`config.mk`:
```
export PLATFORM = sky130hd
export DESIGN_NAME = morse_symbol_encoder_flat
export DESIGN_NICKNAME = d
export VERILOG_FILES = /design/src/hw/rtl/mse_pkg.sv /design/src/hw/rtl/mse_if.sv /design/src/hw/rtl/mse_code_rom.sv /design/src/hw/rtl/mse_serializer.sv /design/src/hw/rtl/morse_symbol_encoder.sv /design/src/flat_wrapper.sv
export SDC_FILE = /design/constraint.sdc
export NUM_CORES = 1
export LEC_CHECK = 0
export BUFFER_PORTS_ARGS = -buffer_cell sky130_fd_sc_hd__buf_2
export CORE_MARGIN = 1
export CORE_UTILIZATION = 60
export DETAILED_ROUTE_END_ITERATION = 8
export HOLD_SLACK_MARGIN = 0.05
export PLACE_DENSITY = 0.78
export SKIP_LAST_GASP = 1
export SYNTH_ARGS = -nofsm -noshare
export SYNTH_HDL_FRONTEND = slang
export SYNTH_SLANG_ARGS = --single-unit
```
`constraint.sdc`:
```
create_clock -name clk -period 2.4 [get_ports clk]
set_input_delay 0.48 -clock clk [delete_from_list [all_inputs] [get_ports clk]]
set_output_delay 0.48 -clock clk [all_outputs]
set_load 0.01 [all_outputs]
```
`src/hw/rtl/mse_pkg.sv`:
```
// Shared types, symbol codes and the character-to-code table of the Morse symbol encoder.
package mse_pkg;

	localparam int unsigned CharW   = 8;
	localparam int unsigned SymW    = 2;
	localparam int unsigned MaxLen  = 6;
	localparam int unsigned LenW    = 3;
	localparam int unsigned MaskW   = MaxLen;

	localparam logic [SymW-1:0] SYM_DOT   = 2'd0;
	localparam logic [SymW-1:0] SYM_DASH  = 2'd1;
	localparam logic [SymW-1:0] SYM_SLASH = 2'd2;
	localparam logic [SymW-1:0] SYM_SEP   = 2'd3;

	localparam logic [CharW-1:0] UPPER_LO = 8'd64;
	localparam logic [CharW-1:0] UPPER_HI = 8'd91;
	localparam logic [CharW-1:0] CASE_OFS = 8'd32;

	typedef struct packed {
		logic                   known;
		logic [LenW-1:0]        len;
		logic [MaxLen*SymW-1:0] syms;
	} code_t;

	function automatic logic [CharW-1:0] fold_case(input logic [CharW-1:0] ch);
		logic [CharW-1:0] res;
		res = ch;
		if (ch > UPPER_LO && ch < UPPER_HI) begin
			res = ch + CASE_OFS;
		end
		return res;
	endfunction

	// The dash mask is left aligned: its top bit is the first symbol, a set bit is a dash.
	function automatic code_t code_lookup(input logic [CharW-1:0] ch);
		code_t           res;
		logic [LenW-1:0] len;
		logic [MaskW-1:0] mask;
		logic            known;
		logic            slashes;
		known   = 1'b1;
		slashes = 1'b0;
		len     = '0;
		mask    = '0;
		unique case (ch)
			8'h61: begin len = 3'd2; mask = 6'b010000; end
			8'h62: begin len = 3'd4; mask = 6'b100000; end
			8'h63: begin len = 3'd4; mask = 6'b101000; end
			8'h64: begin len = 3'd3; mask = 6'b100000; end
			8'h65: begin len = 3'd1; mask = 6'b000000; end
			8'h66: begin len = 3'd4; mask = 6'b001000; end
			8'h67: begin len = 3'd3; mask = 6'b110000; end
			8'h68: begin len = 3'd4; mask = 6'b000000; end
			8'h69: begin len = 3'd2; mask = 6'b000000; end
			8'h6a: begin len = 3'd4; mask = 6'b011100; end
			8'h6b: begin len = 3'd3; mask = 6'b101000; end
			8'h6c: begin len = 3'd4; mask = 6'b010000; end
			8'h6d: begin len = 3'd2; mask = 6'b110000; end
			8'h6e: begin len = 3'd2; mask = 6'b100000; end
			8'h6f: begin len = 3'd3; mask = 6'b111000; end
			8'h70: begin len = 3'd4; mask = 6'b011000; end
			8'h71: begin len = 3'd4; mask = 6'b110100; end
			8'h72: begin len = 3'd3; mask = 6'b010000; end
			8'h73: begin len = 3'd3; mask = 6'b000000; end
			8'h74: begin len = 3'd1; mask = 6'b100000; end
			8'h75: begin len = 3'd3; mask = 6'b001000; end
			8'h76: begin len = 3'd4; mask = 6'b000100; end
			8'h77: begin len = 3'd3; mask = 6'b011000; end
			8'h78: begin len = 3'd4; mask = 6'b100100; end
			8'h79: begin len = 3'd4; mask = 6'b101100; end
			8'h7a: begin len = 3'd4; mask = 6'b110000; end
			8'h30: begin len = 3'd5; mask = 6'b111110; end
			8'h31: begin len = 3'd5; mask = 6'b011110; end
			8'h32: begin len = 3'd5; mask = 6'b001110; end
			8'h33: begin len = 3'd5; mask = 6'b000110; end
			8'h34: begin len = 3'd5; mask = 6'b000010; end
			8'h35: begin len = 3'd5; mask = 6'b000000; end
			8'h36: begin len = 3'd5; mask = 6'b100000; end
			8'h37: begin len = 3'd5; mask = 6'b110000; end
			8'h38: begin len = 3'd5; mask = 6'b111000; end
			8'h39: begin len = 3'd5; mask = 6'b111100; end
			8'h20: begin len = 3'd3; slashes = 1'b1; end
			8'h2e: begin len = 3'd6; mask = 6'b010101; end
			8'h2c: begin len = 3'd6; mask = 6'b110011; end
			8'h3a: begin len = 3'd6; mask = 6'b111000; end
			8'h3f: begin len = 3'd6; mask = 6'b001100; end
			8'h2d: begin len = 3'd6; mask = 6'b100001; end
			8'h2f: begin len = 3'd5; mask = 6'b100100; end
			8'h40: begin len = 3'd6; mask = 6'b011010; end
			8'h3d: begin len = 3'd5; mask = 6'b100010; end
			default: begin known = 1'b0; end
		endcase
		res.known = known;
		res.len   = len;
		for (int i = 0; i < MaxLen; i++) begin
			if (slashes) begin
				res.syms[i*SymW +: SymW] = SYM_SLASH;
			end else if (mask[MaskW-1-i]) begin
				res.syms[i*SymW +: SymW] = SYM_DASH;
			end else begin
				res.syms[i*SymW +: SymW] = SYM_DOT;
			end
		end
		return res;
	endfunction

endpackage

```
`src/hw/rtl/mse_if.sv`:
```
// Valid/ready channel interfaces for characters in and symbols out.
interface mse_char_if;
	logic                       valid;
	logic                       ready;
	logic [mse_pkg::CharW-1:0]  char_code;

	modport source (output valid, output char_code, input ready);
	modport sink   (input valid, input char_code, output ready);
endinterface

interface mse_sym_if;
	logic                      valid;
	logic                      ready;
	logic [mse_pkg::SymW-1:0]  symbol;
	logic                      last_symbol;

	modport source (output valid, output symbol, output last_symbol, input ready);
	modport sink   (input valid, input symbol, input last_symbol, output ready);
endinterface

```
`src/hw/rtl/mse_code_rom.sv`:
```
// Code table stage: folds the case of each request and registers its code.
module mse_code_rom (
	input  logic                clk,
	input  logic                arst_n,
	mse_char_if.sink            chars,
	output mse_pkg::code_t      code,
	output logic                code_valid,
	input  logic                code_ready
);

	logic            valid_s1;
	mse_pkg::code_t  rd_s1;
	logic            advance;

	assign advance     = !valid_s1 || !rd_s1.known || code_ready;
	assign chars.ready = advance;
	assign code_valid  = valid_s1 && rd_s1.known;
	assign code        = rd_s1;

	always_ff @(posedge clk or negedge arst_n) begin
		if (!arst_n) begin
			valid_s1 <= 1'b0;
		end else if (advance) begin
			valid_s1 <= chars.valid;
		end
	end

	always_ff @(posedge clk) begin
		if (advance) begin
			rd_s1 <= mse_pkg::code_lookup(mse_pkg::fold_case(chars.char_code));
		end
	end

endmodule

```
`src/hw/rtl/mse_serializer.sv`:
```
// Symbol serializer: sends one code symbol per cycle while the output is ready, then the closing separator.
module mse_serializer (
	input  logic                clk,
	input  logic                arst_n,
	input  mse_pkg::code_t      code,
	input  logic                code_valid,
	output logic                code_ready,
	mse_sym_if.source           syms
);

	logic                                     busy_q;
	logic [mse_pkg::LenW-1:0]                 remain_q;
	logic [mse_pkg::MaxLen*mse_pkg::SymW-1:0] sym_q;
	logic                                     fire;
	logic                                     at_sep;

	assign at_sep           = (remain_q == '0);
	assign fire             = busy_q && syms.ready;
	assign code_ready       = !busy_q || (fire && at_sep);
	assign syms.valid       = busy_q;
	assign syms.symbol      = at_sep ? mse_pkg::SYM_SEP : sym_q[mse_pkg::SymW-1:0];
	assign syms.last_symbol = at_sep;

	always_ff @(posedge clk or negedge arst_n) begin
		if (!arst_n) begin
			busy_q   <= 1'b0;
			remain_q <= '0;
		end else if (code_valid && code_ready) begin
			busy_q   <= 1'b1;
			remain_q <= code.len;
		end else if (fire) begin
			if (at_sep) begin
				busy_q <= 1'b0;
			end else begin
				remain_q <= remain_q - 1'b1;
			end
		end
	end

	always_ff @(posedge clk) begin
		if (code_valid && code_ready) begin
			sym_q <= code.syms;
		end else if (fire && !at_sep) begin
			sym_q <= sym_q >> mse_pkg::SymW;
		end
	end

endmodule

```
`src/hw/rtl/morse_symbol_encoder.sv`:
```
// Top level of the Morse symbol encoder: code table stage followed by the symbol serializer.
//
//   channel   direction  payload
//   chars     in         char_code[7:0]
//   syms      out        symbol[1:0], last_symbol
//
// A known character gives its code length plus one symbols, one per cycle while
// the output is ready, so it sends two to seven symbols; unknown characters are
// dropped in the table stage. The table read is registered. A new request is
// taken while the serializer is still sending the previous code. arst_n clears
// all valid and count state. A stalled output holds its symbol and backs up the
// table stage and then the input.
module morse_symbol_encoder (
	input  logic      clk,
	input  logic      arst_n,
	mse_char_if.sink  chars,
	mse_sym_if.source syms
);

	mse_pkg::code_t code;
	logic           code_valid;
	logic           code_ready;

	mse_code_rom u_rom (
		.clk        (clk),
		.arst_n     (arst_n),
		.chars      (chars),
		.code       (code),
		.code_valid (code_valid),
		.code_ready (code_ready)
	);

	mse_serializer u_ser (
		.clk        (clk),
		.arst_n     (arst_n),
		.code       (code),
		.code_valid (code_valid),
		.code_ready (code_ready),
		.syms       (syms)
	);

endmodule

```
`src/flat_wrapper.sv`:
```
// flat-port wrapper written by rule: the top's interface ports become plain ports
module morse_symbol_encoder_flat 
  (clk, arst_n, chars_valid, chars_char_code, chars_ready, syms_valid, syms_symbol, syms_last_symbol, syms_ready);
  mse_char_if chars_i ();
  mse_sym_if syms_i ();
  input  logic clk;
  input  logic arst_n;
  input wire logic [$bits(chars_i.valid)-1:0] chars_valid;
  input wire logic [$bits(chars_i.char_code)-1:0] chars_char_code;
  output wire logic [$bits(chars_i.ready)-1:0] chars_ready;
  output wire logic [$bits(syms_i.valid)-1:0] syms_valid;
  output wire logic [$bits(syms_i.symbol)-1:0] syms_symbol;
  output wire logic [$bits(syms_i.last_symbol)-1:0] syms_last_symbol;
  input wire logic [$bits(syms_i.ready)-1:0] syms_ready;
  assign chars_i.valid = chars_valid;
  assign chars_i.char_code = chars_char_code;
  assign chars_ready = chars_i.ready;
  assign syms_valid = syms_i.valid;
  assign syms_symbol = syms_i.symbol;
  assign syms_last_symbol = syms_i.last_symbol;
  assign syms_i.ready = syms_ready;
  morse_symbol_encoder u_core (.clk(clk), .arst_n(arst_n), .chars(chars_i), .syms(syms_i));
endmodule
```
==> results.md, run 1 <==
- Worst VDD drop: 0.000371 V
- Final Instance Area: 2600 um2
- Worst hold endpoint: u_core.u_rom.valid_s1$_DFFE_PN0P_
- Post-Syn Nets: 261
- Vias post-DR: 2147
- H-tree depth: 1
- Hold path startpoint: chars_valid
- Ports: 17
- Synth top cells by count: nand2_1, edfxtp_1, nor2_1
- Die Wd: 61.5 um
- Clk pwr share: 17.8%
- Final Hold Vio Count: 0
- Synth area leaders: edfxtp_1, dfrtp_1, nand2_1, nor2_1, nor3_1
- Post-layout power: 1.68 mW
- Syn. warnings: 0
- FF+latch count, synth: 28
- Relative slew slack: 52.0%
- Async set or reset register ratio after synthesis: 17.9%
- Die Span Y: 61.5 um
- Root Driver: clkbuf_4
- Final period util: 99.9%
- Simple-gate portion of the synthesized area: 29.6%
- Final setup fails: 0
- Compound-cell area share of the yosys netlist: 24.2%
- DRC: 0
- Worst EP required: 2.46 ns
- Total wire length: 5.63 mm
- Leakage: 1.12 nW
- # fillers: 258
- WS Path Type: input pin to flip-flop
- Final cell count without fillers: 339
- Total global-route track usage: 32.2%
- Clock skew: 0.00605 ns
- Arr. time, crit path: 2.46 ns
- Synth Area in XOR/XNOR: 0.824%
- Status: finished, final reports clean
- Initial drt markers: 179
- Hold Path Stages: 2
- Syn avg cell area: 8.64 um2
- Sw Ratio: 31.8%
- Ys flop type: edfxtp_1
- CP startpoint kind: input pin
- Worst slew pin tran: 0.714 ns
- Mapped Cells: 246
- Max-Cap Viols: 0
- Cell with the most instances after synthesis: nand2_1
- Max frequency: 417 MHz
- Worst min path class: input pin to flip-flop
- RR Startpoint: u_core.u_ser.remain_q[0]$_DFFE_PN0P_
- Largest family of logic cells by synthesized area: simple AND/OR/NAND/NOR gates
- Gr ovfl total: 0
- Area share of the largest cell type after synthesis: 32.5%
- First-pass GRT wire length: 8.91 mm
- Ant diodes: 0
- Reg2reg end: u_core.u_ser.sym_q[5]$_DFFE_PP_
- Total CTS buffers: 3
- Area delta synth->final: 22.4%
- Clk buf depth: 2
- DP Cell Count: 334
- Int Power: 1.15 mW
- NetSw: 535 uW
- Fraction of layout cells with a size suffix above 1: 27.3%
- Clk slew on worst S/H paths: 0.14 ns
- Seq pwr share: 46.7%
- Post-synthesis cell area: 2120 um2
- Port buffer count: 16
- Post-DR wirelength/cell: 16.6 um
- CP Capture Type: flip-flop
- 1st-pass router iterations: 5
- Max-slew violation count: 0
- Utilization after layout: 77.3%
- Final min period: 2.40 ns
- Vias in the first global route: 1975
- DIE AREA: 3780 um2
- Adder-cell share of the synthesized area: 1.77%
- Top cell type by total area after synthesis: edfxtp_1
- Gpl congestion: 1.02
- Pwr Density: 646 nW/um2
- Setup TNS: 0 ns
- Crit Path Max Fanout: 4
- Placed cell area: 2530 um2
- Reg2reg setup slack: 0.46 ns
- Setup WS post-layout: 0.00263 ns
- Starting Density: 63.2%
- FP Rows: 21
- Post-route ant nets: 0
- Register area share after synthesis: 38.4%
- Multiplexer share of the synthesized area: 0.471%
- Clock Sinks: 28
- Dpl ws: -0.341 ns
- Cells on worst reg2reg path: 7
- Hold slack: 0.359 ns
- Vias per cell: 6.33
- Worst-Skew Late Latency: 0.32 ns
- DP HPWL: 4.29 mm
- Post-synth EDFFs: 23
- Unique masters post-synth: 57
- Fin nets: 309
- Combinational Power Share: 35.5%
- CTS tree: done
- Initial antenna violation count: 0
- Largest net degree at the start of global routing: 24
- RSZ-0062 raised after global routing: true
- Core Area: 3360 um2
-- power groups by stage --
stage / Combinational, mW / Clock, mW / Sequential (mW)
after floorplan: 0.385 / 0 / 0.780
after global placement: 0.562 / 0 / 0.783
final: 0.596 / 0.299 / 0.786
after CTS: 0.592 / 0.301 / 0.785
after detailed placement: 0.591 / 0 / 0.796
after global routing: 0.672 / 0.325 / 0.806
-- layout make-up --
class                      count  area (um2)  share of cell area (%)
multi-input combinational    195        1230                    47.2
sequential                    28         816                    31.4
timing repair buffer          60         425                    16.4
tap                           46        57.6                    2.21
clock inverter                 1        30.0                    1.15
clock buffer                   3        22.5                   0.866
inverter                       6        22.5                   0.866
-- how the worst max path moves through the flow --
| stage | startpoint | endpoint | slack [ns] |
|---|---|---|---|
| floorplan | chars_char_code[2] | u_core.u_rom.code[4]$_SDFFCE_PP0P_ | -0.21 |
| global placement | chars_char_code[2] | u_core.u_rom.code[4]$_SDFFCE_PP0P_ | -0.28 |
| detailed placement | chars_char_code[2] | u_core.u_rom.code[15]$_DFFE_PP_ | -0.34 |
| CTS | chars_char_code[2] | u_core.u_rom.code[15]$_DFFE_PP_ | 0.01 |
| global route | chars_char_code[2] | u_core.u_rom.code[15]$_DFFE_PP_ | -0.03 |
| finish | chars_char_code[2] | u_core.u_rom.code[15]$_DFFE_PP_ | 0.003 |
-- worst max-delay path, cell delays in order --
cell and delay (ns):
buf_2 0.12, or4_4 0.54, o21a_1 0.23, a32o_2 0.30
a22o_1 0.24, a2111oi_2 0.40, nand4bb_1 0.15
-- sequential cells by signal, indices dropped and copies added (netlist names) --
register / count
u_core.u_ser.sym_q: 12
u_core.u_rom.code: 11
u_core.u_ser.remain_q: 3
u_core.u_rom.valid_s1: 1
u_core.u_ser.syms.valid: 1
-- cells by family (layout without fill, tap and decap cells) --
| family | count (synthesis) | in the layout |
|---|---|---|
| mux | 1 | 1 |
| buf+inv | 23 | 70 |
| simple gates | 120 | 120 |
| fa+ha+maj | 3 | 3 |
| xor+xnor | 2 | 2 |
| flops | 28 | 28 |
| compound gates | 69 | 69 |
-- repair_timing --
action                                  4_1_cts  5_1_grt
setup buffers                                 0        0
hold buffers                                  1        0
endpoints found under the setup margin        0        3
gates resized for setup                       0        3
endpoints found under the hold margin         5        0
-- cell usage in the layout, fill, tap and decap left out, drive strengths merged, types with 2 or more instances in the layout --
master / count
buf: 59
a22oi: 2
and3: 3
or2: 8
o32ai: 2
clkbuf: 3
or4: 2
and2: 5
o211ai: 3
nor3: 13
nand4bb: 2
nand3b: 2
nor2b: 7
o21a: 2
inv: 6
nor4: 5
a22o: 3
a2111o: 3
ha: 3
nand2b: 8
dfrtp: 5
a211o: 3
a21boi: 2
nand3: 5
a21oi: 11
nor2: 22
a31oi: 4
a21o: 7
a211oi: 5
nand2: 30
o21ai: 11
nor3b: 3
nor4b: 2
edfxtp: 23
-- layer usage --
metal  vias to the layer above  global-route usage (%)  share of wire (%)
met5                         -                       0                  0
met4                         0                    21.6                5.2
met3                        33                    4.20                6.9
met2                       128                    53.8                 48
met1                       973                    38.6                 39
li1                       1013                       -                  -
No activity file was read; power rests on OpenSTA's default activity.
==> run 2, diff against run 1 <==
--- a/config.mk
+++ b/config.mk
@@ -5,12 +5,12 @@
 export SDC_FILE = /design/constraint.sdc
 export NUM_CORES = 1
 export LEC_CHECK = 0
-export BUFFER_PORTS_ARGS = -buffer_cell sky130_fd_sc_hd__buf_2
 export CORE_MARGIN = 1
-export CORE_UTILIZATION = 60
+export CORE_UTILIZATION = 63
 export DETAILED_ROUTE_END_ITERATION = 8
+export DONT_BUFFER_PORTS = 1
 export HOLD_SLACK_MARGIN = 0.05
-export PLACE_DENSITY = 0.78
+export PLACE_DENSITY = 0.77
 export SKIP_LAST_GASP = 1
 export SYNTH_ARGS = -nofsm -noshare
 export SYNTH_HDL_FRONTEND = slang
==> run 2 against run 1 <==
Fmax rose by 4.0%. Hold slack got worse by 0.097 ns. Global-route usage is 2.1 points lower. Sequential power is 0.8% higher. Largest cell class unchanged.
==> results.md, run 2 (same netlist as run 1, synthesis figures left out) <==
- Max-Cap Viols: 0 (unchanged)
- Worst stage delay on the critical path: 0.54 ns (about the same)
- Worst slew pin tran: 0.515 ns (-0.199 ns)
- Final period util: 96.1% (-3.8 points)
- Post-CTS Setup Bufs: 0 (unchanged)
- RR Startpoint: u_core.u_ser.remain_q[0]$_DFFE_PN0P_
- Worst-Skew Late Latency: 0.31 ns (about the same)
- Leakage: 0.938 nW (-17%)
- 1st-pass router iterations: 5 (unchanged)
- Worst hold endpoint: u_core.u_rom.valid_s1$_DFFE_PN0P_
- Initial drt markers: 141 (-21%)
- Final min period: 2.31 ns (-0.0916 ns)
- Pwr Density: 689 nW/um2 (+6.6%)
- FP Rows: 20 (-4.8%)
- Max frequency: 434 MHz (+4.0%)
- Total global-route track usage: 30.1% (-2.1 points)
- DP Cell Count: 291 (-13%)
- Gpl congestion: 0.946 (-7.2%)
- H-tree depth: 1 (unchanged)
- Relative slew slack: 65.4% (+13 points)
- Clk slew on worst S/H paths: 0.14 ns (about the same)
- Clk buf depth: 2 (unchanged)
- Final Hold Vio Count: 0 (unchanged)
- Final setup fails: 0 (unchanged)
- Largest net degree at the start of global routing: 28 (+17%)
- Worst min path class: input pin to flip-flop
- Multi-input logic area: 1220 um2 (-0.71%)
- Hold path startpoint: chars_valid
- Vias per cell: 6.65 (+5.0%)
- Commonest non-fill, non-tap cells in the layout: nand2_1, edfxtp_1, nor2_1
- DRC: 0 (unchanged)
- # fillers: 222 (-14%)
- Ports: 17 (unchanged)
- CP startpoint kind: input pin
- Post-cts sizing count: 0 (unchanged)
- DIE AREA: 3610 um2 (-4.6%)
- Reg2reg end: u_core.u_ser.remain_q[2]$_DFFE_PN0P_
- Max-slew violation count: 0 (unchanged)
- Final cell count without fillers: 296 (-13%)
- Worst VDD drop: 0.000397 V (+7.1%)
- First-pass GRT wire length: 8.16 mm (-8.5%)
- Fraction of layout cells with a size suffix above 1: 14.3% (-13 points)
- Worst EP required: 2.48 ns (+0.02 ns)
- Crit Path Max Fanout: 27 (+23)
- M1 WL: 2.10 mm (-5.8%)
- Initial antenna violation count: 0 (unchanged)
- Starting Density: 67.9% (+4.8 points)
- Fin nets: 268 (-13%)
- Vias post-DR: 1969 (-8.3%)
- Setup WS post-layout: 0.0942 ns (+0.0916 ns)
- Dpl ws: -0.229 ns (+0.112 ns)
- Root Driver: clkbuf_4
- Arr. time, crit path: 2.39 ns (-0.07 ns)
- Post-route ant nets: 0 (unchanged)
- Max reg flops: 12 (unchanged)
- Status: finished, final reports clean
- Die Wd: 60.1 um (-2.3%)
- Post-DR wirelength/cell: 17.4 um (+4.8%)
- DP HPWL: 3.86 mm (-9.9%)
- DR top layer: met4
- DR WL met2: 2.55 mm (-6.1%)
- Port buffer count: 0 (-16)
- Ant diodes: 0 (unchanged)
- Clock Sinks: 28 (unchanged)
- Cells on worst reg2reg path: 9 (+2)
- CTS tree: done
- Crit-path cells: or4_4 > or2_4 > a31oi_4 > o32a_1 > o311ai_1 > a2111o_1
- CTS Hold Bufs: 1 (unchanged)
- Wire length on met3: 363 um (-6.4%)
- Commonest non-fill, non-tap cell in the layout: nand2_1
- Top reg by flops: u_core.u_ser.sym_q
- Die Span Y: 60.1 um (-2.3%)
- CP Capture Type: flip-flop
- Total wire length: 5.15 mm (-8.5%)
- Area delta synth->final: 8.72%
- Hold Path Stages: 1 (-1)
- Clock skew: 0.00231 ns (-0.00374 ns)
- Vias in the first global route: 1790 (-9.4%)
- Sequential Area: 816 um2 (unchanged)
- Gr ovfl total: 0 (unchanged)
- WS Path Type: input pin to flip-flop
- Post-layout power: 1.59 mW (-5.3%)
- Total CTS buffers: 3 (unchanged)
- Reg2reg setup slack: 0.27 ns (-0.19 ns)
- Core Area: 3130 um2 (-7.0%)
- RSZ-0062 raised after global routing: false
- CP max-delay cell: or4_4
==> run 2: how the worst max path moves through the flow <==
stage	start	endpoint	slack (ns)	cells after the start
2_1_floorplan	chars_char_code[2]	u_core.u_rom.code[4]$_SDFFCE_PP0P_	-0.21	8
3_3_place_gp	chars_char_code[2]	u_core.u_rom.code[4]$_SDFFCE_PP0P_	-0.18	6
3_5_place_dp	chars_char_code[2]	u_core.u_rom.code[4]$_SDFFCE_PP0P_	-0.23	6
4_1_cts	chars_char_code[2]	u_core.u_rom.code[4]$_SDFFCE_PP0P_	0.12	6
5_1_grt	chars_char_code[2]	u_core.u_rom.code[0]$_SDFFCE_PP0P_	0.02	7
6_report	chars_char_code[2]	u_core.u_rom.code[4]$_SDFFCE_PP0P_	0.09	6
==> run 2: stage by stage <==
step	area (um2)	hold slack (ns)	util (%)	setup TNS (ns)
floorplan	2140	0.184	-	-0.644
global placement	2250	0.185	71.8	-1.03
detailed placement	2250	0.185	71.8	-1.40
CTS	2310	0.261	73.8	0
global route	2310	0.263	73.8	0
finish	2310	0.262	73.8	0
==> run 2: power breakdown <==
group          leakage [nW]  internal (mW)  switching, mW
clock                0.0279          0.169          0.127
combinational         0.609          0.201          0.302
sequential            0.300          0.725         0.0674
total                 0.938           1.09          0.497
==> run 2: metal layers <==
layer,GRT usage [%],vias up
met5,0,-
met4,13.3,0
met3,3.03,19
met2,52.1,113
met1,37.9,905
li1,-,932
==> run 2: area by class of cell <==
cell class | count | area share, %
repair buffers | 19 | 6.28
multi-input cells | 195 | 52.8
well taps | 44 | 2.38
clock buffers | 3 | 0.975
flip-flops and latches | 28 | 35.3
clock inverters | 1 | 1.30
inverters | 6 | 0.975
==> run 2: critical path, delay by kind of cell <==
family | cells | cell delay (ns)
compound gates | 4 | 1.08
simple gates | 2 | 0.83
